`src/rtl/core/nearest_neighbor_image_scaler_unit_assert.svh`:
```
// Assertion helpers shared by the scaler modules.
`ifndef NEAREST_NEIGHBOR_IMAGE_SCALER_UNIT_ASSERT_SVH
`define NEAREST_NEIGHBOR_IMAGE_SCALER_UNIT_ASSERT_SVH

// Same-cycle implication, disabled during reset.
`define NNIS_ASSERT_IMPLY(name, clk, rst, ante, cons) \
   name: assert property (@(posedge clk) disable iff (rst) (ante) |-> (cons)) \
      else $error("scaler assertion failed");

// Next-cycle implication, disabled during reset.
`define NNIS_ASSERT_NEXT(name, clk, rst, ante, cons) \
   name: assert property (@(posedge clk) disable iff (rst) (ante) |=> (cons)) \
      else $error("scaler assertion failed");

`endif

```
`src/rtl/core/nnis_pkg.sv`:
```
package nnis_pkg;

   // Frame store and output image limits.
   localparam int MAX_SRC_WIDTH  = 256;
   localparam int MAX_SRC_HEIGHT = 256;
   localparam int MAX_DST_SIZE   = 1024;

   // Field widths of the ports.
   localparam int POS_W       = 10;
   localparam int SRC_SIZE_W  = 9;
   localparam int DST_SIZE_W  = 11;
   localparam int COLOR_W     = 8;
   localparam int PIXEL_W     = 3 * COLOR_W;
   localparam int CSR_DATA_W  = 11;
   localparam int CSR_INDEX_W = 2;

   // Frame store geometry.
   localparam int SX_W        = $clog2(MAX_SRC_WIDTH);
   localparam int SY_W        = $clog2(MAX_SRC_HEIGHT);
   localparam int STORE_DEPTH = MAX_SRC_WIDTH * MAX_SRC_HEIGHT;
   localparam int ADDR_W      = $clog2(STORE_DEPTH);

   // Divider sizing: the quotient is always below the source size.
   localparam int Q_W    = (SX_W > SY_W) ? SX_W : SY_W;
   localparam int PROD_W = POS_W + SRC_SIZE_W;
   localparam int DSH_W  = DST_SIZE_W + Q_W - 1;
   localparam int DIV_W  = (PROD_W > DSH_W) ? PROD_W : DSH_W;
   localparam int STEP_W = $clog2(Q_W + 1);

   // Queue between the front and back parts.
   localparam int QUEUE_DEPTH = 2;
   localparam int QPTR_W      = $clog2(QUEUE_DEPTH);
   localparam int QCNT_W      = $clog2(QUEUE_DEPTH + 1);

   // Register reset values.
   localparam logic [SRC_SIZE_W-1:0] SRC_WIDTH_RESET  = SRC_SIZE_W'(256);
   localparam logic [SRC_SIZE_W-1:0] SRC_HEIGHT_RESET = SRC_SIZE_W'(256);
   localparam logic [DST_SIZE_W-1:0] DST_WIDTH_RESET  = DST_SIZE_W'(256);
   localparam logic [DST_SIZE_W-1:0] DST_HEIGHT_RESET = DST_SIZE_W'(256);

   // Request kinds on the input channel.
   localparam logic REQ_LOAD  = 1'b0;
   localparam logic REQ_FETCH = 1'b1;

   typedef enum logic [CSR_INDEX_W-1:0] {
      CSR_SRC_WIDTH  = 2'd0,
      CSR_SRC_HEIGHT = 2'd1,
      CSR_DST_WIDTH  = 2'd2,
      CSR_DST_HEIGHT = 2'd3
   } nnis_csr_type;

   typedef enum logic [1:0] {
      OP_LOAD  = 2'd0,
      OP_FETCH = 2'd1,
      OP_FAULT = 2'd2
   } nnis_op_type;

   typedef enum logic [1:0] {
      ST_IDLE    = 2'd0,
      ST_DIVIDE  = 2'd1,
      ST_ADDRESS = 2'd2,
      ST_DELIVER = 2'd3
   } nnis_state_type;

   // One classified word waiting for the back part.
   typedef struct packed {
      nnis_op_type             op;
      logic [ADDR_W-1:0]       addr;
      logic [PIXEL_W-1:0]      pixel;
      logic [PROD_W-1:0]       num_x;
      logic [PROD_W-1:0]       num_y;
      logic [DST_SIZE_W-1:0]   den_x;
      logic [DST_SIZE_W-1:0]   den_y;
   } nnis_entry_type;

   typedef struct packed {
      logic                    start;
      logic [PROD_W-1:0]       num_x;
      logic [PROD_W-1:0]       num_y;
      logic [DST_SIZE_W-1:0]   den_x;
      logic [DST_SIZE_W-1:0]   den_y;
   } nnis_div_req_type;

   typedef struct packed {
      logic                    busy;
      logic                    done;
      logic [SX_W-1:0]         quot_x;
      logic [SY_W-1:0]         quot_y;
   } nnis_div_rsp_type;

endpackage

```
`src/rtl/core/nnis_queue.sv`:
```
`include "nearest_neighbor_image_scaler_unit_assert.svh"

module nnis_queue (
   input  logic                       clock,
   input  logic                       reset,
   input  logic                       push,
   input  nnis_pkg::nnis_entry_type   push_entry,
   input  logic                       pop,
   output logic                       full,
   output logic                       empty,
   output nnis_pkg::nnis_entry_type   head
);

   nnis_pkg::nnis_entry_type          mem_ff [nnis_pkg::QUEUE_DEPTH];
   logic [nnis_pkg::QPTR_W-1:0]       wr_ptr_ff;
   logic [nnis_pkg::QPTR_W-1:0]       wr_ptr_in;
   logic [nnis_pkg::QPTR_W-1:0]       rd_ptr_ff;
   logic [nnis_pkg::QPTR_W-1:0]       rd_ptr_in;
   logic [nnis_pkg::QCNT_W-1:0]       count_ff;
   logic [nnis_pkg::QCNT_W-1:0]       count_in;
   logic                              do_push;
   logic                              do_pop;

   assign full    = (count_ff == nnis_pkg::QCNT_W'(nnis_pkg::QUEUE_DEPTH));
   assign empty   = (count_ff == '0);
   assign head    = mem_ff[rd_ptr_ff];
   assign do_push = push && !full;
   assign do_pop  = pop && !empty;

   // Pointer and count updates with wraparound.
   always_comb begin
      wr_ptr_in = wr_ptr_ff;
      rd_ptr_in = rd_ptr_ff;
      count_in  = count_ff;
      if (do_push) begin
         wr_ptr_in = (wr_ptr_ff == nnis_pkg::QPTR_W'(nnis_pkg::QUEUE_DEPTH - 1)) ?
                     '0 : wr_ptr_ff + 1'b1;
      end
      if (do_pop) begin
         rd_ptr_in = (rd_ptr_ff == nnis_pkg::QPTR_W'(nnis_pkg::QUEUE_DEPTH - 1)) ?
                     '0 : rd_ptr_ff + 1'b1;
      end
      if (do_push && !do_pop) begin
         count_in = count_ff + 1'b1;
      end else if (do_pop && !do_push) begin
         count_in = count_ff - 1'b1;
      end
   end

   always_ff @(posedge clock) begin
      if (reset) begin
         wr_ptr_ff <= '0;
         rd_ptr_ff <= '0;
         count_ff  <= '0;
      end else begin
         wr_ptr_ff <= wr_ptr_in;
         rd_ptr_ff <= rd_ptr_in;
         count_ff  <= count_in;
      end
   end

   // Entry storage.
   always_ff @(posedge clock) begin
      if (do_push) begin
         mem_ff[wr_ptr_ff] <= push_entry;
      end
   end

   `NNIS_ASSERT_IMPLY(a_queue_bound, clock, reset, 1'b1, count_ff <= nnis_pkg::QCNT_W'(nnis_pkg::QUEUE_DEPTH))

endmodule

```
`config.mk`:
```
export PLATFORM = sky130hd
export DESIGN_NAME = nnis_queue
export DESIGN_NICKNAME = d
export VERILOG_FILES = /design/src/rtl/core/nnis_pkg.sv /design/src/rtl/core/nnis_queue.sv
export VERILOG_INCLUDE_DIRS = /design/src /design/src/rtl/core
export SDC_FILE = /design/constraint.sdc
export NUM_CORES = 1
export LEC_CHECK = 0
export BUFFER_PORTS_ARGS = -buffer_cell sky130_fd_sc_hd__clkbuf_2
export CORE_UTILIZATION = 54
export CTS_BUF_LIST = sky130_fd_sc_hd__clkbuf_8
export DETAILED_ROUTE_END_ITERATION = 8
export PLACE_DENSITY = 0.82
export SLEW_MARGIN = 5
export SYNTH_ARGS = -nofsm -noshare
export SYNTH_HDL_FRONTEND = slang
export SYNTH_SLANG_ARGS = --single-unit
```
`constraint.sdc`:
```
create_clock -name clock -period 4.05 [get_ports clock]
set_input_delay 0.6075 -clock clock [delete_from_list [all_inputs] [get_ports clock]]
set_output_delay 0.6075 -clock clock [all_outputs]
set_load 0.005 [all_outputs]
```
==> reports/results.ini <==
[clocking]
cts_htree_levels = 1
clk_pin_slew_ns = 0.06
clock_latency_ns = 0.54
cts_buffer_depth = 3
cts_root_buf = clkbuf_8
cts_tree = built
cts_buffers = 31
cts.sink_count = 209
post_cts.repair.setup_buffers = 0
holdBufCountCts = 0
cts_resized = 0

[synth]
ys_warn_count = 0
syn_nets = 449
postSynthAreaPerCell_um2 = 22.2
ys_seq_area_share_pct = 81.9
synth_seq_cells = 209
netlist_instances = 342
synth.distinct_cells = 15
netlist_area_um2 = 7600

[placement]
port_buffers = 209
place_hpwl_um = 8730
dpl_cell_area_um2 = 8830
place_congestion = 0.716

[setup_path]
max_stage_delay_ns = 0.70
slowest_stage = dfxtp_4
cp-start-kind = register
cpLargestDelayFamily = flip-flops
crit_type = reg2out
crit_path_cell_trace = buf_12 -> mux2_2 -> clkbuf_2
worstPathArrival_ns = 2.20
endpoint_kind = primary output
cp.required_ns = 3.44
critPathMaxFanout = 62
worst-path-buf-inv = 2

[drt]
drt_iter0_drc = 181
detail-route-antenna-nets = 0
dr.pass1.iters = 5
drc = 0
vias = 3927
vias_per_cell = 5.09
drt-total-wl_um = 13100
drt-wirelength-per-cell_um = 17.0

[global_routing]
grt-ovfl-total = 0
antenna_found_initial = 0
grt_pass1_wl_um = 19700
grt_max_degree = 63
grt_pass1_vias = 4079
grt.total_usage_pct = 17.7

[outcome]
status = complete, no violations

[floorplan]
initial_core_util_pct = 56.3
num_rows = 42
pin_count = 210
core_area_um2 = 13500
die_h_um = 121
dieArea_um2 = 14600
fp.dieW_um = 121

[sta]
final.setup_skew_ns = 0.0176
tightest_slew_ns = 0.683
max_freq_ghz = 0.356
relSlewSlack_pct = 54.5
finalHoldViolations = 0
rsz0062_at_grt = false
slew_viol_final = 0
period_minus_slack_ns = 2.81
setup_viol = 0
finalSetupTns_ns = 0
period_share_pct = 69.3

[min_path]
hold_class = in2reg

[cells_and_area]
design_area_um2 = 9370
final_common_cell = clkbuf_2
antennaDiodeCount = 0
areaGrowthSynthToFinish_pct = 23.3
fillers = 906
layout.nets = 683
final_cell_mix = clkbuf_2 (209), edfxtp_1 (204), mux2_2 (102)
drive_above_1_share_pct = 59.7

[power]
ir_drop_mv = 0.446
total_power_mw = 5.55
leakagePower_nw = 3.60
p_per_area_nw_per_um2 = 592

[job]
maxCapViolations = 0

==> cell type report <==
cell class	count	area [um2]	share of cell area [%]
sequential	209	6230	66.5
multi-input combinational	120	1260	13.5
clock buffer	34	468	4.99
inverter	2	10.0	0.107
tap	176	220	2.35
timing repair buffer	212	1110	11.8
clock inverter	18	73.8	0.788
==> worst paths after layout <==
| check | startpoint | end | slack, ns | depth (start not counted) |
|---|---|---|---|---|
| max | register | head[27] | 1.24 | 3 |
| min | push_entry[50] | mem_ff[1][50] | 0.25 | 1 |
| max reg2reg | count_ff[0] | mem_ff[0][88] | 1.88 | 4 |
| min reg2reg | rd_ptr_ff | register | 0.53 | 2 |
==> Yosys cell counts (all sizes together) <==
cell / count / area share, %
edfxtp: 204 / 81
mux2: 102 / 15
buf: 11 / 1.4
dfxtp: 5 / 1.3
nor2: 5 / 0.25
o21ai: 3 / 0.20
xor2: 3 / 0.35
a21oi: 2 / 0.13
inv: 2 / 0.099
or3: 2 / 0.16
and2: 1 / 0.082
ha: 1 / 0.16
nor2b: 1 / 0.12
==> metal layers <==
| layer | vias up | part of all wire [%] | global-route usage [%] |
|---|---|---|---|
| met5 | - | 0 | 0 |
| met4 | 0 | 2.5 | 6.02 |
| met3 | 30 | 8.9 | 5.80 |
| met2 | 187 | 49 | 29.8 |
| met1 | 1888 | 40 | 21.6 |
| li1 | 1822 | - | - |
==> power by group <==
part | internal (mW) | leakage [nW] | switching (mW)
Combinational | 0.648 | 1.32 | 0.586
Sequential | 2.72 | 1.95 | 0.124
Clock | 0.759 | 0.325 | 0.712
==> per-stage QoR <==
step	std cells	hold slack, ns	util, %	worst slack, ns
global placement	719	0.474	65.4	1.68
floorplan	342	0.452	-	0.420
detailed placement	719	0.512	65.4	1.64
global route	771	0.223	69.4	1.13
CTS	771	0.227	69.4	1.21
finish	771	0.255	69.4	1.24
==> sequential cells by signal (all words and copies together), names as in the netlist, named ones only <==
register,cells
count_ff,2
wr_ptr_ff,1
mem_ff,204
rd_ptr_ff,1
==> kinds of logic after synthesis <==
group / share of synthesized area, %
adder cells (fa/ha/maj): 0.165
multiplexers: 15.1
AO/OA/AOI/OAI: 0.329
AND/OR/NAND/NOR: 0.609
buffers and inverters: 1.51
flip-flops: 81.9
XOR/XNOR: 0.346
No activity file was read; power rests on OpenSTA's default activity.
