===== src/rtl/core/nearest_neighbor_image_scaler_unit_assert.svh =====
// Assertion helpers shared by the scaler modules.
`ifndef NEAREST_NEIGHBOR_IMAGE_SCALER_UNIT_ASSERT_SVH
`define NEAREST_NEIGHBOR_IMAGE_SCALER_UNIT_ASSERT_SVH

// Same-cycle implication, disabled during reset.
`define NNIS_ASSERT_IMPLY(name, clk, rst, ante, cons) \
   name: assert property (@(posedge clk) disable iff (rst) (ante) |-> (cons)) \
      else $error("scaler assertion failed");

// Next-cycle implication, disabled during reset.
`define NNIS_ASSERT_NEXT(name, clk, rst, ante, cons) \
   name: assert property (@(posedge clk) disable iff (rst) (ante) |=> (cons)) \
      else $error("scaler assertion failed");

`endif


===== src/rtl/core/nnis_pkg.sv =====
package nnis_pkg;

   // Frame store and output image limits.
   localparam int MAX_SRC_WIDTH  = 256;
   localparam int MAX_SRC_HEIGHT = 256;
   localparam int MAX_DST_SIZE   = 1024;

   // Field widths of the ports.
   localparam int POS_W       = 10;
   localparam int SRC_SIZE_W  = 9;
   localparam int DST_SIZE_W  = 11;
   localparam int COLOR_W     = 8;
   localparam int PIXEL_W     = 3 * COLOR_W;
   localparam int CSR_DATA_W  = 11;
   localparam int CSR_INDEX_W = 2;

   // Frame store geometry.
   localparam int SX_W        = $clog2(MAX_SRC_WIDTH);
   localparam int SY_W        = $clog2(MAX_SRC_HEIGHT);
   localparam int STORE_DEPTH = MAX_SRC_WIDTH * MAX_SRC_HEIGHT;
   localparam int ADDR_W      = $clog2(STORE_DEPTH);

   // Divider sizing: the quotient is always below the source size.
   localparam int Q_W    = (SX_W > SY_W) ? SX_W : SY_W;
   localparam int PROD_W = POS_W + SRC_SIZE_W;
   localparam int DSH_W  = DST_SIZE_W + Q_W - 1;
   localparam int DIV_W  = (PROD_W > DSH_W) ? PROD_W : DSH_W;
   localparam int STEP_W = $clog2(Q_W + 1);

   // Queue between the front and back parts.
   localparam int QUEUE_DEPTH = 2;
   localparam int QPTR_W      = $clog2(QUEUE_DEPTH);
   localparam int QCNT_W      = $clog2(QUEUE_DEPTH + 1);

   // Register reset values.
   localparam logic [SRC_SIZE_W-1:0] SRC_WIDTH_RESET  = SRC_SIZE_W'(256);
   localparam logic [SRC_SIZE_W-1:0] SRC_HEIGHT_RESET = SRC_SIZE_W'(256);
   localparam logic [DST_SIZE_W-1:0] DST_WIDTH_RESET  = DST_SIZE_W'(256);
   localparam logic [DST_SIZE_W-1:0] DST_HEIGHT_RESET = DST_SIZE_W'(256);

   // Request kinds on the input channel.
   localparam logic REQ_LOAD  = 1'b0;
   localparam logic REQ_FETCH = 1'b1;

   typedef enum logic [CSR_INDEX_W-1:0] {
      CSR_SRC_WIDTH  = 2'd0,
      CSR_SRC_HEIGHT = 2'd1,
      CSR_DST_WIDTH  = 2'd2,
      CSR_DST_HEIGHT = 2'd3
   } nnis_csr_type;

   typedef enum logic [1:0] {
      OP_LOAD  = 2'd0,
      OP_FETCH = 2'd1,
      OP_FAULT = 2'd2
   } nnis_op_type;

   typedef enum logic [1:0] {
      ST_IDLE    = 2'd0,
      ST_DIVIDE  = 2'd1,
      ST_ADDRESS = 2'd2,
      ST_DELIVER = 2'd3
   } nnis_state_type;

   // One classified word waiting for the back part.
   typedef struct packed {
      nnis_op_type             op;
      logic [ADDR_W-1:0]       addr;
      logic [PIXEL_W-1:0]      pixel;
      logic [PROD_W-1:0]       num_x;
      logic [PROD_W-1:0]       num_y;
      logic [DST_SIZE_W-1:0]   den_x;
      logic [DST_SIZE_W-1:0]   den_y;
   } nnis_entry_type;

   typedef struct packed {
      logic                    start;
      logic [PROD_W-1:0]       num_x;
      logic [PROD_W-1:0]       num_y;
      logic [DST_SIZE_W-1:0]   den_x;
      logic [DST_SIZE_W-1:0]   den_y;
   } nnis_div_req_type;

   typedef struct packed {
      logic                    busy;
      logic                    done;
      logic [SX_W-1:0]         quot_x;
      logic [SY_W-1:0]         quot_y;
   } nnis_div_rsp_type;

endpackage


===== src/rtl/core/nnis_div.sv =====
`include "nearest_neighbor_image_scaler_unit_assert.svh"

module nnis_div (
   input  logic                       clock,
   input  logic                       reset,
   input  nnis_pkg::nnis_div_req_type div_req,
   output nnis_pkg::nnis_div_rsp_type div_rsp
);

   logic                            busy_ff;
   logic                            busy_in;
   logic                            done_ff;
   logic                            done_in;
   logic [nnis_pkg::STEP_W-1:0]     step_ff;
   logic [nnis_pkg::STEP_W-1:0]     step_in;
   logic [nnis_pkg::DIV_W-1:0]      rem_x_ff;
   logic [nnis_pkg::DIV_W-1:0]      rem_x_in;
   logic [nnis_pkg::DIV_W-1:0]      rem_y_ff;
   logic [nnis_pkg::DIV_W-1:0]      rem_y_in;
   logic [nnis_pkg::DIV_W-1:0]      dsh_x_ff;
   logic [nnis_pkg::DIV_W-1:0]      dsh_x_in;
   logic [nnis_pkg::DIV_W-1:0]      dsh_y_ff;
   logic [nnis_pkg::DIV_W-1:0]      dsh_y_in;
   logic [nnis_pkg::Q_W-1:0]        q_x_ff;
   logic [nnis_pkg::Q_W-1:0]        q_x_in;
   logic [nnis_pkg::Q_W-1:0]        q_y_ff;
   logic [nnis_pkg::Q_W-1:0]        q_y_in;
   logic                            ge_x;
   logic                            ge_y;

   assign ge_x = (rem_x_ff >= dsh_x_ff);
   assign ge_y = (rem_y_ff >= dsh_y_ff);

   // Restoring division, one quotient bit per lane per cycle, both lanes in step.
   always_comb begin
      busy_in  = busy_ff;
      done_in  = 1'b0;
      step_in  = step_ff;
      rem_x_in = rem_x_ff;
      rem_y_in = rem_y_ff;
      dsh_x_in = dsh_x_ff;
      dsh_y_in = dsh_y_ff;
      q_x_in   = q_x_ff;
      q_y_in   = q_y_ff;
      if (div_req.start) begin
         busy_in  = 1'b1;
         step_in  = nnis_pkg::STEP_W'(nnis_pkg::Q_W);
         rem_x_in = nnis_pkg::DIV_W'(div_req.num_x);
         rem_y_in = nnis_pkg::DIV_W'(div_req.num_y);
         dsh_x_in = nnis_pkg::DIV_W'(div_req.den_x) << (nnis_pkg::Q_W - 1);
         dsh_y_in = nnis_pkg::DIV_W'(div_req.den_y) << (nnis_pkg::Q_W - 1);
         q_x_in   = '0;
         q_y_in   = '0;
      end else if (busy_ff) begin
         rem_x_in = ge_x ? (rem_x_ff - dsh_x_ff) : rem_x_ff;
         rem_y_in = ge_y ? (rem_y_ff - dsh_y_ff) : rem_y_ff;
         q_x_in   = {q_x_ff[nnis_pkg::Q_W-2:0], ge_x};
         q_y_in   = {q_y_ff[nnis_pkg::Q_W-2:0], ge_y};
         dsh_x_in = dsh_x_ff >> 1;
         dsh_y_in = dsh_y_ff >> 1;
         step_in  = step_ff - 1'b1;
         if (step_ff == nnis_pkg::STEP_W'(1)) begin
            busy_in = 1'b0;
            done_in = 1'b1;
         end
      end
   end

   always_ff @(posedge clock) begin
      if (reset) begin
         busy_ff <= 1'b0;
         done_ff <= 1'b0;
         step_ff <= '0;
      end else begin
         busy_ff <= busy_in;
         done_ff <= done_in;
         step_ff <= step_in;
      end
   end

   // Datapath registers.
   always_ff @(posedge clock) begin
      rem_x_ff <= rem_x_in;
      rem_y_ff <= rem_y_in;
      dsh_x_ff <= dsh_x_in;
      dsh_y_ff <= dsh_y_in;
      q_x_ff   <= q_x_in;
      q_y_ff   <= q_y_in;
   end

   assign div_rsp.busy   = busy_ff;
   assign div_rsp.done   = done_ff;
   assign div_rsp.quot_x = q_x_ff[nnis_pkg::SX_W-1:0];
   assign div_rsp.quot_y = q_y_ff[nnis_pkg::SY_W-1:0];

   `NNIS_ASSERT_NEXT(a_div_starts, clock, reset, div_req.start, busy_ff && (step_ff == nnis_pkg::STEP_W'(nnis_pkg::Q_W)))

endmodule


===== config.mk =====
export PLATFORM = sky130hd
export DESIGN_NAME = nnis_div
export DESIGN_NICKNAME = d
export VERILOG_FILES = /design/src/rtl/core/nnis_pkg.sv /design/src/rtl/core/nnis_div.sv
export VERILOG_INCLUDE_DIRS = /design/src /design/src/rtl/core
export SDC_FILE = /design/constraint.sdc
export NUM_CORES = 1
export LEC_CHECK = 0
export BUFFER_PORTS_ARGS = -buffer_cell sky130_fd_sc_hd__buf_2
export CORE_MARGIN = 5
export CORE_UTILIZATION = 58
export DETAILED_ROUTE_END_ITERATION = 8
export GPL_ROUTABILITY_DRIVEN = 1
export PLACE_DENSITY = 0.8
export REMOVE_ABC_BUFFERS = 1
export SLEW_MARGIN = 20
export SYNTH_ARGS = -nofsm -noshare
export SYNTH_HDL_FRONTEND = slang
export SYNTH_SLANG_ARGS = --single-unit

===== constraint.sdc =====
create_clock -name clock -period 3.6 [get_ports clock]
set_input_delay 0 -clock clock [delete_from_list [all_inputs] [get_ports clock]]
set_output_delay 0 -clock clock [all_outputs]
set_load 0.01 [all_outputs]

==> impl_metrics.toml <==
[setup_path]
crit_required_ps = 3510
r2r_slack_ps = 570
crit_cells = 8
crit_path_cell_trace = "inv_1, ha_1, nor2b_1, o31a_1, o2111a_1, o21a_1, o21ai_0, nand2_1"
rr_startpoint = "dsh_x_ff[1]$_SDFFE_PP0P_"
crit_start = "dsh_x_ff[1]$_SDFFE_PP0P_"
critPathMaxFanout = 19
endpoint = "rem_x_ff[2]$_DFFE_PP_"
reg2reg_depth = 8
critPathLaunchType = "flip-flop"
r2r_end = "rem_x_ff[2]$_DFFE_PP_"
cpLargestDelayFamily = "compound AO/OA/AOI/OAI gates"
crit_buf_inv = 1
cp-end-kind = "flip-flop"
crit_slowest_cell = "nand2_1"
max_stage_delay_ps = 610
cp.arrival_ps = 2940
critPathKind = "reg -> reg"

[die]
core-area_um2 = 10100
dieWidth_um = 111
initial_core_util_pct = 58.5
ioPinCount = 81
design.die.area_um2 = 12400
die_h_um = 111
rows = 37

[routing]
drc = 0
vias = 5127
drt_first_pass_iters = 6
via_per_inst = 5.71
ant_nets = 0
wl_per_cell_um = 15.6
drt_wl_total_mm = 14.0
dr.first_iter.drc_count = 332

[timing]
finalSetupViolCount = 0
rsz0062_at_grt = "no"
fin_crit_sh_pct = 84.1
fin_hold_ws_ps = 25.6
clock.fmax_mhz = 330
drv_slew = 0
fin_worst_skew_ps = 14.3
setup-tns-final_ps = 0
period_needed_ps = 3030
slew_headroom_pct = 33.3
tightest_slew_ps = 999
hold_violations = 0

[power_and_ir_drop]
total_power_mw = 3.71
p_int_mw = 2.34
p_sw_mw = 1.37
leakage_nw = 2.99
seqPwrFrac_pct = 39.1
p_clk_share_pct = 17.7
power_frac_comb_pct = 43.3
ir_drop_mv = 0.351
switching_share_pct = 36.9
power_density_nw_per_um2 = 521

[logic_synthesis]
synth.top_cells.by_area = "edfxtp_1, dfxtp_1, ha_1"
synthCells = 641
avgSynthCellArea_um2 = 9.26
synth_most_common_cell = "nand2_1"
synth_top_area_share_pct = 30.4
synth-seq-cells = 96
netlist-cell-type-count = 66
async_flop_share_pct = 0
synth_area_um2 = 5940
yosys-top-cells-count = "nand2_1, edfxtp_1, nor2_1"
synth_top_flop_cell = "edfxtp_1"
synth_warnings = 0
ys_seq_area_share_pct = 42.5
synth-edff-count = 60
post-synth-top-area-cell = "edfxtp_1"

[finish]
layout.nets = 860
syn_to_final_growth_pct = 20.2
diodes = 0
final_layout_size_suffix_gt1_share_pct = 14.8

[worst_hold_path]
worstHoldPathCells = 4
hp-class = "in -> reg"

[cts]
cts_tree = "built"
cts_made_buffers = 9
clkSinkCount = 96
cts_max_level = 3
insertion_delay_ps = 390
path_clk_slew_ps = 100
cts_root_buffer = "clkbuf_8"
clockBufferDepth = 2

[global_routing]
grt_pass1_vias = 4967
grt_pass1_wl_mm = 23.4
antenna_found_initial = 0
grt_util_all_layers_pct = 22.8
overflow = 0
grt_start_max_net_pins = 81

[placement]
hpwl_mm = 9.69
io_buffers = 80
routabilityCongestion = 0.917

[status]
status = "complete, no violations"

[run]
drv_cap = 0
[state kept, by name, summed over array words and instances, names as in the netlist]
register and count:
busy_ff 1, done_ff 1, dsh_x_ff 18, dsh_y_ff 18
q_x_ff 8, q_y_ff 8, rem_x_ff 19, rem_y_ff 19
step_ff 4
[worst min-delay path, cell delays in order]
cell	delay, ps
buf_2	80
and2_1	110
a31oi_1	40
nand3_1	80
[layout make-up]
cell class / count / area (µm²)
Inverter: 46 / 173
Fill cell: 798 / 3000
Timing Repair Buffer: 141 / 1000
Tap cell: 136 / 170
Clock inverter: 4 / 28.8
Multi-Input combinational cell: 463 / 3090
Clock buffer: 12 / 145
Sequential cell: 96 / 2520
[power by group through the flow]
stage	clock [mW]	sequential, mW	combinational (mW)
2_1_floorplan	0	1.47	1.16
3_3_place_gp	0	1.47	1.47
3_5_place_dp	0	1.48	1.53
4_1_cts	0.680	1.45	1.59
5_1_grt	0.715	1.47	1.78
6_report	0.656	1.45	1.61
[timing repair]
| action | CTS | global route |
|---|---|---|
| hold buffers | 56 | 0 |
| setup buffers | 0 | 0 |
| endpoints found under the hold margin | 61 | 0 |
| resized for setup | 0 | 0 |
[cell usage in the layout, fill, tap and decap left out, types with 3 or more instances in the layout]
| master | n |
|---|---|
| a211oi_1 | 3 |
| a21o_1 | 14 |
| a21oi_1 | 27 |
| a22o_1 | 5 |
| and2_1 | 5 |
| and3_1 | 4 |
| and4_1 | 5 |
| buf_2 | 79 |
| buf_4 | 6 |
| clkbuf_8 | 10 |
| dfxtp_1 | 35 |
| dlygate4sd3_1 | 56 |
| edfxtp_1 | 60 |
| ha_1 | 38 |
| inv_1 | 46 |
| mux2i_1 | 29 |
| nand2_1 | 80 |
| nand3_1 | 9 |
| nand4_1 | 7 |
| nor2_1 | 52 |
| nor2b_1 | 5 |
| nor3_1 | 24 |
| nor4b_1 | 3 |
| o2111ai_1 | 3 |
| o211ai_1 | 3 |
| o21a_1 | 17 |
| o21ai_0 | 44 |
| o21ai_1 | 3 |
| o21bai_1 | 4 |
| o22ai_1 | 3 |
| o31a_1 | 7 |
| o31ai_1 | 9 |
| xnor2_1 | 10 |
| xor2_1 | 6 |
[through the flow]
| stage | worst slack, ps | util, % | cells | instance area, µm² |
|---|---|---|---|---|
| after floorplan | 245 | - | 605 | 5780 |
| after global placement | 770 | 63.1 | 826 | 6400 |
| after detailed placement | 602 | 63.1 | 826 | 6400 |
| after CTS | 576 | 70.4 | 898 | 7140 |
| after global routing | 436 | 70.4 | 898 | 7140 |
| final | 571 | 70.4 | 898 | 7140 |
[routing by layer]
metal,track usage (%),vias to the layer above,share of wire (%)
met5,0,-,0
met4,8.03,0,2.2
met3,5.08,25,5.0
met2,37.4,149,48
met1,29.9,2400,44
li1,-,2553,-
[logic make-up after synthesis]
kind of cell | Yosys count | share of synthesized area [%]
buffers and inverters | 82 | 5.48
flip-flops | 96 | 42.5
AO/OA/AOI/OAI | 169 | 19.6
XOR/XNOR | 16 | 2.36
adder cells (fa/ha/maj) | 40 | 8.68
multiplexers | 30 | 5.08
AND/OR/NAND/NOR | 208 | 16.3
[how the worst min path moves through the flow]
stage,from,end
6_report,div_req[40],rem_y_ff[18]$_DFFE_PP_
5_1_grt,div_req[34],rem_y_ff[12]$_DFFE_PP_
4_1_cts,div_req[34],rem_y_ff[12]$_DFFE_PP_
3_5_place_dp,reset,busy_ff$_SDFF_PP0_
3_3_place_gp,reset,busy_ff$_SDFF_PP0_
2_1_floorplan,div_req[60],q_y_ff[0]$_SDFFE_PP0P_
(Power assumes the default switching activity.)
