**config.mk**
```make
export PLATFORM = sky130hd
export DESIGN_NAME = nnis_front
export DESIGN_NICKNAME = d
export VERILOG_FILES = /design/src/rtl/core/nearest_neighbor_image_scaler_unit_assert.svh /design/src/rtl/core/nnis_pkg.sv /design/src/rtl/core/nnis_front.sv
export SDC_FILE = /design/constraint.sdc
export NUM_CORES = 1
export LEC_CHECK = 0
export ABC_AREA = 0
export BUFFER_PORTS_ARGS = -buffer_cell sky130_fd_sc_hd__buf_2
export CAP_MARGIN = 20
export CORE_MARGIN = 2
export CORE_UTILIZATION = 64
export CTS_BUF_LIST = sky130_fd_sc_hd__clkbuf_8
export DETAILED_ROUTE_END_ITERATION = 10
export HOLD_SLACK_MARGIN = 0.15
export PLACE_DENSITY = 0.9
export SLEW_MARGIN = 5
export SYNTH_ARGS = -nofsm -noshare
export SYNTH_HDL_FRONTEND = slang
export SYNTH_SLANG_ARGS = --single-unit
```
**constraint.sdc**
```tcl
create_clock -name clock -period 27.3 [get_ports clock]
set_input_delay 8.19 -clock clock [delete_from_list [all_inputs] [get_ports clock]]
set_output_delay 8.19 -clock clock [all_outputs]
set_load 0.05 [all_outputs]
```
**src/rtl/core/nearest_neighbor_image_scaler_unit_assert.svh**
```systemverilog
// Assertion helpers shared by the scaler modules.
`ifndef NEAREST_NEIGHBOR_IMAGE_SCALER_UNIT_ASSERT_SVH
`define NEAREST_NEIGHBOR_IMAGE_SCALER_UNIT_ASSERT_SVH

// Same-cycle implication, disabled during reset.
`define NNIS_ASSERT_IMPLY(name, clk, rst, ante, cons) \
   name: assert property (@(posedge clk) disable iff (rst) (ante) |-> (cons)) \
      else $error("scaler assertion failed");

// Next-cycle implication, disabled during reset.
`define NNIS_ASSERT_NEXT(name, clk, rst, ante, cons) \
   name: assert property (@(posedge clk) disable iff (rst) (ante) |=> (cons)) \
      else $error("scaler assertion failed");

`endif

```
**src/rtl/core/nnis_pkg.sv**
```systemverilog
package nnis_pkg;

   // Frame store and output image limits.
   localparam int MAX_SRC_WIDTH  = 256;
   localparam int MAX_SRC_HEIGHT = 256;
   localparam int MAX_DST_SIZE   = 1024;

   // Field widths of the ports.
   localparam int POS_W       = 10;
   localparam int SRC_SIZE_W  = 9;
   localparam int DST_SIZE_W  = 11;
   localparam int COLOR_W     = 8;
   localparam int PIXEL_W     = 3 * COLOR_W;
   localparam int CSR_DATA_W  = 11;
   localparam int CSR_INDEX_W = 2;

   // Frame store geometry.
   localparam int SX_W        = $clog2(MAX_SRC_WIDTH);
   localparam int SY_W        = $clog2(MAX_SRC_HEIGHT);
   localparam int STORE_DEPTH = MAX_SRC_WIDTH * MAX_SRC_HEIGHT;
   localparam int ADDR_W      = $clog2(STORE_DEPTH);

   // Divider sizing: the quotient is always below the source size.
   localparam int Q_W    = (SX_W > SY_W) ? SX_W : SY_W;
   localparam int PROD_W = POS_W + SRC_SIZE_W;
   localparam int DSH_W  = DST_SIZE_W + Q_W - 1;
   localparam int DIV_W  = (PROD_W > DSH_W) ? PROD_W : DSH_W;
   localparam int STEP_W = $clog2(Q_W + 1);

   // Queue between the front and back parts.
   localparam int QUEUE_DEPTH = 2;
   localparam int QPTR_W      = $clog2(QUEUE_DEPTH);
   localparam int QCNT_W      = $clog2(QUEUE_DEPTH + 1);

   // Register reset values.
   localparam logic [SRC_SIZE_W-1:0] SRC_WIDTH_RESET  = SRC_SIZE_W'(256);
   localparam logic [SRC_SIZE_W-1:0] SRC_HEIGHT_RESET = SRC_SIZE_W'(256);
   localparam logic [DST_SIZE_W-1:0] DST_WIDTH_RESET  = DST_SIZE_W'(256);
   localparam logic [DST_SIZE_W-1:0] DST_HEIGHT_RESET = DST_SIZE_W'(256);

   // Request kinds on the input channel.
   localparam logic REQ_LOAD  = 1'b0;
   localparam logic REQ_FETCH = 1'b1;

   typedef enum logic [CSR_INDEX_W-1:0] {
      CSR_SRC_WIDTH  = 2'd0,
      CSR_SRC_HEIGHT = 2'd1,
      CSR_DST_WIDTH  = 2'd2,
      CSR_DST_HEIGHT = 2'd3
   } nnis_csr_type;

   typedef enum logic [1:0] {
      OP_LOAD  = 2'd0,
      OP_FETCH = 2'd1,
      OP_FAULT = 2'd2
   } nnis_op_type;

   typedef enum logic [1:0] {
      ST_IDLE    = 2'd0,
      ST_DIVIDE  = 2'd1,
      ST_ADDRESS = 2'd2,
      ST_DELIVER = 2'd3
   } nnis_state_type;

   // One classified word waiting for the back part.
   typedef struct packed {
      nnis_op_type             op;
      logic [ADDR_W-1:0]       addr;
      logic [PIXEL_W-1:0]      pixel;
      logic [PROD_W-1:0]       num_x;
      logic [PROD_W-1:0]       num_y;
      logic [DST_SIZE_W-1:0]   den_x;
      logic [DST_SIZE_W-1:0]   den_y;
   } nnis_entry_type;

   typedef struct packed {
      logic                    start;
      logic [PROD_W-1:0]       num_x;
      logic [PROD_W-1:0]       num_y;
      logic [DST_SIZE_W-1:0]   den_x;
      logic [DST_SIZE_W-1:0]   den_y;
   } nnis_div_req_type;

   typedef struct packed {
      logic                    busy;
      logic                    done;
      logic [SX_W-1:0]         quot_x;
      logic [SY_W-1:0]         quot_y;
   } nnis_div_rsp_type;

endpackage

```
**src/rtl/core/nnis_front.sv**
```systemverilog
module nnis_front (
   input  logic                                 clock,
   input  logic                                 reset,
   input  logic                                 csr_we,
   input  logic [nnis_pkg::CSR_INDEX_W-1:0]     csr_index,
   input  logic [nnis_pkg::CSR_DATA_W-1:0]      csr_wdata,
   input  logic                                 push,
   input  logic                                 full,
   input  logic                                 req_type,
   input  logic [nnis_pkg::POS_W-1:0]           pos_x,
   input  logic [nnis_pkg::POS_W-1:0]           pos_y,
   input  logic [nnis_pkg::COLOR_W-1:0]         in_red,
   input  logic [nnis_pkg::COLOR_W-1:0]         in_green,
   input  logic [nnis_pkg::COLOR_W-1:0]         in_blue,
   output logic                                 enq_valid,
   output nnis_pkg::nnis_entry_type             enq_entry
);

   logic [nnis_pkg::SRC_SIZE_W-1:0] src_width_ff;
   logic [nnis_pkg::SRC_SIZE_W-1:0] src_height_ff;
   logic [nnis_pkg::DST_SIZE_W-1:0] dst_width_ff;
   logic [nnis_pkg::DST_SIZE_W-1:0] dst_height_ff;
   logic                            sizes_ok;
   logic                            load_ok;
   logic                            fetch_ok;
   logic                            accept;

   // Size registers.
   always_ff @(posedge clock) begin
      if (reset) begin
         src_width_ff  <= nnis_pkg::SRC_WIDTH_RESET;
         src_height_ff <= nnis_pkg::SRC_HEIGHT_RESET;
         dst_width_ff  <= nnis_pkg::DST_WIDTH_RESET;
         dst_height_ff <= nnis_pkg::DST_HEIGHT_RESET;
      end else if (csr_we) begin
         case (nnis_pkg::nnis_csr_type'(csr_index))
            nnis_pkg::CSR_SRC_WIDTH: begin
               src_width_ff <= csr_wdata[nnis_pkg::SRC_SIZE_W-1:0];
            end
            nnis_pkg::CSR_SRC_HEIGHT: begin
               src_height_ff <= csr_wdata[nnis_pkg::SRC_SIZE_W-1:0];
            end
            nnis_pkg::CSR_DST_WIDTH: begin
               dst_width_ff <= csr_wdata[nnis_pkg::DST_SIZE_W-1:0];
            end
            nnis_pkg::CSR_DST_HEIGHT: begin
               dst_height_ff <= csr_wdata[nnis_pkg::DST_SIZE_W-1:0];
            end
            default: begin
            end
         endcase
      end
   end

   // Sizes must be nonzero and within the store and output limits.
   assign sizes_ok = (src_width_ff != '0) && (src_height_ff != '0) &&
                     (dst_width_ff != '0) && (dst_height_ff != '0) &&
                     (32'(src_width_ff) <= 32'(nnis_pkg::MAX_SRC_WIDTH)) &&
                     (32'(src_height_ff) <= 32'(nnis_pkg::MAX_SRC_HEIGHT)) &&
                     (32'(dst_width_ff) <= 32'(nnis_pkg::MAX_DST_SIZE)) &&
                     (32'(dst_height_ff) <= 32'(nnis_pkg::MAX_DST_SIZE));

   // A load outside the source image is dropped here.
   assign load_ok = (32'(pos_x) < 32'(src_width_ff)) &&
                    (32'(pos_y) < 32'(src_height_ff)) &&
                    (32'(pos_x) < 32'(nnis_pkg::MAX_SRC_WIDTH)) &&
                    (32'(pos_y) < 32'(nnis_pkg::MAX_SRC_HEIGHT));

   assign fetch_ok = sizes_ok &&
                     (32'(pos_x) < 32'(dst_width_ff)) &&
                     (32'(pos_y) < 32'(dst_height_ff));

   assign accept = push && !full;

   // Classify the word and prepare the dividends for the back part.
   always_comb begin
      enq_valid = accept && ((req_type == nnis_pkg::REQ_FETCH) || load_ok);
      if (req_type == nnis_pkg::REQ_FETCH) begin
         enq_entry.op = fetch_ok ? nnis_pkg::OP_FETCH : nnis_pkg::OP_FAULT;
      end else begin
         enq_entry.op = nnis_pkg::OP_LOAD;
      end
      enq_entry.addr  = nnis_pkg::ADDR_W'(pos_y) *
                        nnis_pkg::ADDR_W'(nnis_pkg::MAX_SRC_WIDTH) +
                        nnis_pkg::ADDR_W'(pos_x);
      enq_entry.pixel = {in_red, in_green, in_blue};
      enq_entry.num_x = nnis_pkg::PROD_W'(pos_x) * nnis_pkg::PROD_W'(src_width_ff);
      enq_entry.num_y = nnis_pkg::PROD_W'(pos_y) * nnis_pkg::PROD_W'(src_height_ff);
      enq_entry.den_x = dst_width_ff;
      enq_entry.den_y = dst_height_ff;
   end

endmodule

```
==> impl_metrics.prom <==
# TYPE chip_impl_metric gauge
chip_impl_metric{name="htree_levels",unit=""} 2
chip_impl_metric{name="largest_fanout_of_any_net_on_the_critical_path",unit=""} 8
chip_impl_metric{name="drc",unit=""} 0
chip_impl_metric{name="post_cts_buffers",unit=""} 0
chip_impl_metric{name="drt_wl_total",unit="µm"} 20300
chip_impl_metric{name="detailed_place_hpwl",unit="µm"} 16300
chip_impl_metric{name="postCtsHoldBufs",unit=""} 0
chip_impl_metric{name="start_util",unit="%"} 65.6
chip_impl_metric{name="pwr_density_cell",unit="nW/µm²"} 31.6
chip_impl_metric{name="first_iter_violations",unit=""} 550
chip_impl_metric{name="count_of_flip_flops_with_a_built_in_enable_after_synthesis",unit=""} 0
chip_impl_info{name="final_cell_mix",value="inv_1, ha_1, nand2_1"} 1
chip_impl_metric{name="timing.final.crit_period",unit="ns"} 20.83
chip_impl_metric{name="synth.net_count",unit=""} 1377
chip_impl_metric{name="post-synth-top-area-fraction",unit="%"} 26.4
chip_impl_metric{name="grt_overflow",unit=""} 0
chip_impl_metric{name="floorplan.rows",unit=""} 42
chip_impl_info{name="post_synth_main_area_contributors",value="fa_1, ha_1, dfxtp_1"} 1
chip_impl_metric{name="grt_start_max_net_pins",unit=""} 41
chip_impl_metric{name="drt-wirelength-per-cell",unit="µm"} 15.6
chip_impl_metric{name="port_buffers",unit=""} 117
chip_impl_metric{name="worst_ep_required_time",unit="ns"} 19.11
chip_impl_metric{name="via_per_inst",unit=""} 5.63
chip_impl_info{name="outcome",value="completed"} 1
chip_impl_metric{name="cell_area_synth",unit="µm²"} 8730
chip_impl_metric{name="postSynth.asyncResetShare",unit="%"} 0
chip_impl_metric{name="die_area",unit="µm²"} 14600
chip_impl_metric{name="report.final.hold_viol_count",unit=""} 0
chip_impl_metric{name="clock_sinks",unit=""} 40
chip_impl_metric{name="power.static_leakage",unit="nW"} 5.00
chip_impl_metric{name="worstSkewPairLatency",unit="ns"} 0.29
chip_impl_metric{name="max-slew-margin-rel",unit="%"} 30.4
chip_impl_info{name="timing.critical_path.from_type",value="input pin"} 1
chip_impl_metric{name="cts-root-to-sink-buffers",unit=""} 2
chip_impl_info{name="cts_tree",value="done"} 1
chip_impl_info{name="yosys.area.top_type",value="fa_1"} 1
chip_impl_metric{name="max-cap-violations",unit=""} 0
chip_impl_info{name="ys_dominant_reg_cell",value="dfxtp_1"} 1
chip_impl_metric{name="die_width",unit="µm"} 121
chip_impl_info{name="unrepaired_setup_endpoints_after_global_routing",value="no"} 1
chip_impl_metric{name="grt_util_all_layers",unit="%"} 29.2
chip_impl_metric{name="cts_made_buffers",unit=""} 5
chip_impl_metric{name="vdd.ir_drop.worst",unit="V"} 0.0000343
chip_impl_info{name="critical_path.endpoint_type",value="primary output"} 1
chip_impl_metric{name="timing.final.max_slew_violations",unit=""} 0
chip_impl_metric{name="worst-slew-pin-transition",unit="ns"} 1.04
chip_impl_metric{name="gp_congestion",unit=""} 0.925
chip_impl_metric{name="netlist_instances",unit=""} 1069
chip_impl_metric{name="cts-resized-gates",unit=""} 0
chip_impl_metric{name="fp.dieH",unit="µm"} 121
chip_impl_metric{name="postSynthAreaPerCell",unit="µm²"} 8.16
chip_impl_metric{name="critical_path_arrival",unit="ns"} 12.64
chip_impl_metric{name="dr.pass1.iters",unit=""} 6
chip_impl_metric{name="worst_setup_hold_path_clk_slew",unit="ns"} 0.08
chip_impl_metric{name="finalSetupViolations",unit=""} 0
chip_impl_metric{name="grt_first_pass_wirelength",unit="µm"} 34600
chip_impl_metric{name="timing.setup.tns",unit="ns"} 0
chip_impl_metric{name="layout-drive-gt1-share",unit="%"} 12.1
chip_impl_metric{name="max_frequency",unit="GHz"} 0.0480
chip_impl_metric{name="postRouteAntennaNets",unit=""} 0
chip_impl_info{name="mostFrequentLayoutCell",value="inv_1"} 1
chip_impl_metric{name="synthToLayoutAreaGrowth",unit="%"} 6.44
chip_impl_metric{name="fin_skew",unit="ns"} 0
chip_impl_metric{name="routed_length_on_met2",unit="µm"} 9650
chip_impl_metric{name="via_count_of_the_first_global_routing_pass",unit=""} 7480
chip_impl_metric{name="timing.reg2reg.worst_path_depth",unit=""} 4
chip_impl_metric{name="yosysUniqueCellTypes",unit=""} 54
chip_impl_info{name="maxUsedRoutingLayer",value="met4"} 1
chip_impl_metric{name="hold_path_depth",unit=""} 2
chip_impl_metric{name="finalPower",unit="mW"} 0.294
chip_impl_metric{name="design.portCount",unit=""} 166
chip_impl_metric{name="synth-warning-count",unit=""} 0
chip_impl_info{name="crit_type",value="in2out"} 1
chip_impl_metric{name="finish.net_count",unit=""} 1434
chip_impl_metric{name="floorplan.core_area",unit="µm²"} 13300
chip_impl_metric{name="layout.filler_cells",unit=""} 1036
chip_impl_metric{name="vias",unit=""} 7332
chip_impl_metric{name="insertedDiodeCount",unit=""} 0
chip_impl_info{name="holdCritPathClass",value="reg2reg"} 1
chip_impl_metric{name="route.met3.wl",unit="µm"} 1750
chip_impl_metric{name="finalCritPeriodShare",unit="%"} 76.3
chip_impl_metric{name="antenna_violations_before_repair",unit=""} 0
chip_impl_metric{name="wirelength_met1",unit="µm"} 8230
chip_impl_metric{name="synth.yosys.seq_area_share",unit="%"} 9.18
chip_impl_metric{name="synth.ff_latch_count",unit=""} 40
chip_impl_info{name="clock-root-buffer",value="clkbuf_8"} 1
==> Yosys cell counts, types with 7 or more instances <==
| cell type | count |
|---|---|
| nand3_1 | 9 |
| ha_1 | 130 |
| fa_1 | 115 |
| inv_1 | 210 |
| buf_4 | 32 |
| and2_1 | 81 |
| o21ai_0 | 12 |
| xnor2_1 | 25 |
| a21o_1 | 9 |
| o21a_1 | 13 |
| mux2i_1 | 9 |
| xor2_1 | 8 |
| nor2_1 | 66 |
| a21oi_1 | 56 |
| nor2b_1 | 8 |
| nand2_1 | 127 |
| nor4_1 | 9 |
| nor3_1 | 9 |
| dfxtp_1 | 40 |
| clkbuf_1 | 34 |
| nand2b_1 | 7 |
==> worst max-delay path, cell delays in order <==
cell      delay (ns)
buf_2           0.22
inv_1           0.17
nor2_1          0.24
fa_1            0.46
fa_1            0.51
fa_1            0.54
inv_1           0.05
fa_1            0.52
inv_1           0.04
ha_1            0.35
nand4_1         0.12
a31oi_1         0.09
a21o_1          0.21
o21a_1          0.21
a211oi_1        0.28
xnor2_1         0.14
buf_2           0.27
==> final timing paths <==
| kind | start | endpoint | slack [ns] |
|---|---|---|---|
| max | pos_y[1] | enq_entry[39] | 6.47 |
| min | dst_width_ff[9] | dst_width_ff[9] | 0.49 |
| max reg2reg | src_height_ff[8] | src_height_ff[8] | 26.15 |
| min reg2reg | dst_width_ff[9] | dst_width_ff[9] | 0.49 |
==> power by group <==
group / internal, mW / switching, mW / total (mW)
Sequential: 0.0604 / 0.00444 / 0.0648
Combinational: 0.0536 / 0.118 / 0.172
Clock: 0.0360 / 0.0212 / 0.0572
==> cells by family (layout without fill, tap and decap cells) <==
logic type | count (synthesis) | in the layout | share of synthesized area, %
compound gates | 121 | 121 | 8.93
simple gates | 343 | 343 | 19.2
flops | 40 | 40 | 9.18
xor+xnor | 33 | 33 | 3.31
mux | 9 | 9 | 1.03
fa+ha+maj | 245 | 245 | 45.0
buf+inv | 278 | 335 | 13.3
==> flip-flops by register name (all words and copies together), names as in the netlist <==
signal and cells:
src_height_ff 9, dst_width_ff 11, dst_height_ff 11, src_width_ff 9
==> stage by stage <==
stage / hold WS (ns) / cell area [µm²] / cells / utilization, % / setup slack (ns)
global placement: 0.465 / 9160 / 1295 / 68.9 / 6.50
detailed placement: 0.476 / 9160 / 1295 / 68.9 / 6.45
CTS: 0.487 / 9290 / 1302 / 69.9 / 6.45
floorplan: 0.505 / 8730 / 1069 / - / 5.94
finish: 0.492 / 9290 / 1302 / 69.9 / 6.47
global route: 0.514 / 9290 / 1302 / 69.9 / 6.13
==> routing by layer <==
layer | vias to the layer above | GRT usage, %
met5 | - | 0
met4 | 0 | 9.88
met3 | 66 | 3.40
met2 | 359 | 49.7
met1 | 3493 | 38.6
li1 | 3414 | -
==> area by class of cell <==
class / instances / area, µm² / area share, %
flip-flops and latches: 40 / 801 / 8.62
repair buffers: 117 / 586 / 6.30
inverters: 211 / 792 / 8.53
well taps: 176 / 220 / 2.37
clock buffers: 5 / 68.8 / 0.741
multi-input cells: 751 / 6760 / 72.8
clock inverters: 2 / 60.1 / 0.647
(Power assumes the default switching activity.)
